<file path="config.mk">
export PLATFORM = sky130hd
export DESIGN_NAME = dws_ram
export DESIGN_NICKNAME = d
export VERILOG_FILES = /design/src/hdl/dws_ram.sv
export SDC_FILE = /design/constraint.sdc
export NUM_CORES = 1
export LEC_CHECK = 0
export BUFFER_PORTS_ARGS = -buffer_cell sky130_fd_sc_hd__buf_2
export CAP_MARGIN = 20
export CORE_ASPECT_RATIO = 2
export CORE_MARGIN = 2
export CORE_UTILIZATION = 50
export DETAILED_ROUTE_END_ITERATION = 8
export GPL_TIMING_DRIVEN = 0
export PLACE_DENSITY_LB_ADDON = 0.08
export SYNTH_ARGS = -nofsm -noshare
export SYNTH_HDL_FRONTEND = slang
export SYNTH_SLANG_ARGS = --single-unit
</file>
<file path="constraint.sdc">
create_clock -name clock -period 6.34 [get_ports clock]
set_clock_uncertainty 0.2 [all_clocks]
set_input_delay 0.317 -clock clock [delete_from_list [all_inputs] [get_ports clock]]
set_output_delay 0.317 -clock clock [all_outputs]
set_load 0.01 [all_outputs]
</file>
<file path="src/hdl/dws_ram.sv">
// dws_ram: generic single-write, single-read RAM with a registered read port.
// Depends on nothing.

module dws_ram #(
   parameter int WIDTH = 8,
   parameter int DEPTH = 64,
   localparam int ADDR_W = (DEPTH > 1) ? $clog2(DEPTH) : 1
) (
   input  logic              clock,
   input  logic              wr_en,
   input  logic [ADDR_W-1:0] wr_addr,
   input  logic [WIDTH-1:0]  wr_data,
   input  logic              rd_en,
   input  logic [ADDR_W-1:0] rd_addr,
   output logic [WIDTH-1:0]  rd_data
);

   logic [WIDTH-1:0] mem [DEPTH];

   always_ff @(posedge clock) begin
      if (wr_en) begin
         mem[wr_addr] <= wr_data;
      end
      if (rd_en) begin
         rd_data <= mem[rd_addr];
      end
   end

endmodule

</file>
==> impl_results.md <==
- DR vias: between 9,000 and 10,000
- Gpl congestion: around 0.90
- GRT Util Overall: 0.252
- Max Root-Sink Buffers: 3
- CTS tree: yes
- Hold Startpoint: wr_data[4]
- Synth top area share: 0.771
- Max Clk Rate: between 0.3 and 0.4 GHz
- 1st-pass router iterations: 6
- Critical-path top delay cell: buf_2
- Max-slew violations: 0
- Tmin final: approximately 2.9 ns
- Routing usage on met2: 0.489
- CTS buffer count: between 40 and 50
- Ys async rst share: 0
- CP Max Fanout: 10
- Commonest cells in the netlist: edfxtp_1 (520), mux4_2 (126), nor2_1 (83), mux2i_1 (23), nand2_1 (19)
- Post-synth top area cell: edfxtp_1
- Comb pwr share: 0.058
- Die ar.: roughly 42,000 um^2
- Worst-margin pin slew: ~1.0 ns
- Max-cap violations: 0
- Gr busiest metal: met2
- Clk slew on worst S/H paths: approximately 0.07 ns
- Post-Syn Nets: about 960
- Vias in the first global route: slightly above 10,000
- Iter 0 DRT Violations: 1,100
- RSZ-0062 raised after global routing: no
- Layout area overhead: 11.6%
- Synth top area cells: edfxtp_1 (77%), mux4_2 (14%), nor2_1 (1.5%)
- Post-CTS Resized: 0
- Worst R2R Path Depth: 5
- YS warnings: 0
- CP Buf/Inv Count: 4
- DRC: 0
- Final #Nets: between 1,000 and 1,500
- Sw Pwr: roughly 1.5 mW
- Cell total after placement: 1,497
- Pleak: 6.99 nW
- Routing usage on met1: 0.282
- Syn Area/Cell: 21.5 um^2
- Clk pwr share: 0.384
- Post-layout util: 0.564
- Die H: 289 um
- Ant. Diodes: 0
- Share of layout cells above drive strength 1: 0.252
- Required @ worst endpoint: 6.42 ns
- Count leader, synth: edfxtp_1
- # clock sinks: between 500 and 600
- P_int: ~5.4 mW
- Final Non-Filler Cells: 1,583
- Hold Path Stages: 1
- Pin count of the biggest net entering global routing: 65
- Chain of cells forming the critical path: buf_4 -> buf_2 -> buf_4 -> buf_2 -> mux4_2 -> mux2i_1 -> a21oi_1 -> o21ai_1 -> o41ai_1
- Reg2reg end: rd_data[6]
- Flop-to-flop setup slack: 3.98 ns
- Initial Util: 0.505
- Initial antenna violation count: 0
- Met3 usage in global routing: 0.0261
- Worst r2r src: mem[28][6]
- Post-Synthesis Cell Area: around 20,000 um^2
- Root buf cell: clkbuf_16
- Skew-Pair Late Insertion Delay: between 0.5 and 0.6 ns
- Hold EP: mem[10][4]
- Relative slew slack: 0.301
- Outcome: finished clean
- Htree depth: 2
- Synth Register Bits: 520
- CP Depth: 9
- # IOs: 31
- Power Dens Cells: just over 300 nW/um^2
- Core area: ~40,000 um^2
- Register share of total power: 0.557
- Antenna viol nets, final: 0
- CP Class: input pin to register
- Routed wire length: slightly above 50 mm
- Number of cell rows: between 100 and 150
- Final hold vios: 0
- Chip Width: roughly 150 um
- Vias/cell: roughly 6.1
- Worst hold path class: input pin to register
- Crit path DAT: roughly 3 ns
- Final setup viols: 0
- Peak VDD IR: 0.000215 V
- Post-synth EDFFs: between 500 and 600
- Final Cycle Share: 0.464
- Switching part of the total power: 0.215
- CP endpoint kind: register
- Top delay family on crit path: buffers and inverters
- Total congestion overflow: 0
- Wire length of the first global-routing pass: between 70 and 80 mm
- Sequential-to-total area share from yosys stat: 0.771
- Main synth FF type: edfxtp_1
- Netlist cell types: 39
- Startpoint Class: input pin
- IO Port Bufs: 22
- Final setup TNS: 0 ns
- Mapped Cells: 940
- Max stage delay on crit path: between 0.4 and 0.5 ns
- WL/cell: between 30 and 40 um
- Hpwl dp: around 35 mm
## power groups by stage
stage	Sequential [mW]	Combinational, mW	Clock, mW
floorplan	3.89	0.203	0
global route	3.82	0.417	2.79
finish	3.82	0.399	2.63
detailed placement	3.89	0.395	0
CTS	3.82	0.397	2.67
global placement	3.89	0.385	0
## placed cells by master (no fill, tap or decap), drive strengths merged, types with 2 or more instances in the layout
master,synthesis,layout
nor2,83,83
nor2b,14,14
clkinv,0,24
o41ai,2,2
dlygate4sd3,0,2
a221oi,6,6
mux4,126,126
nor4,2,2
bufinv,0,3
nand2,19,19
edfxtp,520,520
o21ai,4,4
o2111ai,3,3
a2111oi,2,2
nor3,7,7
clkbuf,17,66
buf,34,66
nand3b,3,3
o32ai,2,2
nand2b,7,7
mux2i,23,23
inv,0,2
o2bb2ai,3,3
mux2,13,13
o22ai,8,8
o221a,2,2
a21oi,3,3
nand4,2,2
a211oi,4,4
o21a,2,2
nand3,13,13
o221ai,8,8
a22oi,3,3
## logic make-up after synthesis
group | share of synthesized area
muxes | 0.159
buffers and inverters | 0.0156
and+or+nand+nor | 0.0337
AOI/OAI and AO/OA | 0.0206
DFF | 0.771
## worst max-delay path by stage
stage	from	endpoint	slack (ns)
detailed placement	rd_addr[1]	rd_data[5]	2.88
CTS	rd_addr[1]	rd_data[5]	3.45
global placement	rd_addr[1]	rd_data[5]	2.92
floorplan	rd_addr[1]	rd_data[3]	4.02
global route	rd_addr[1]	rd_data[3]	3.38
finish	rd_addr[1]	rd_data[5]	3.40
## cell type report
| class | count | area (um^2) |
|---|---|---|
| Timing Repair Buffer | 34 | 313 |
| Buffer | 51 | 317 |
| Clock buffer | 49 | 1140 |
| Multi-Input combinational cell | 369 | 4320 |
| Fill cell | 3122 | 17500 |
| Sequential cell | 520 | 15600 |
| Tap cell | 530 | 663 |
| Clock inverter | 30 | 223 |
## metal layers
layer / wire length [um] / vias up
li1: - / 4082
met1: 17800 / 5223
met2: 29900 / 328
met3: 2090 / 91
met4: 2250 / 0
met5: 0 / -
## state kept, by name, indices dropped and copies added (netlist names)
register / flops
mem: 512
rd_data: 8
## through the flow
step / hold slack (ns) / cell area (um^2) / setup slack (ns) / total power [mW]
floorplan: 0.216 / 20200 / 4.02 / 4.10
global placement: 0.454 / 21000 / 2.92 / 4.28
detailed placement: 0.462 / 21100 / 2.88 / 4.29
CTS: 0.0280 / 22500 / 3.45 / 6.89
global route: 0.0434 / 22600 / 3.38 / 7.02
finish: 0.0303 / 22600 / 3.40 / 6.85
## repair_timing
item | in CTS | in global routing
buffers inserted | 0 | 0
hold endpoints to repair | 9 | 0
hold buffers | 2 | 0
(Power assumes the default switching activity.)
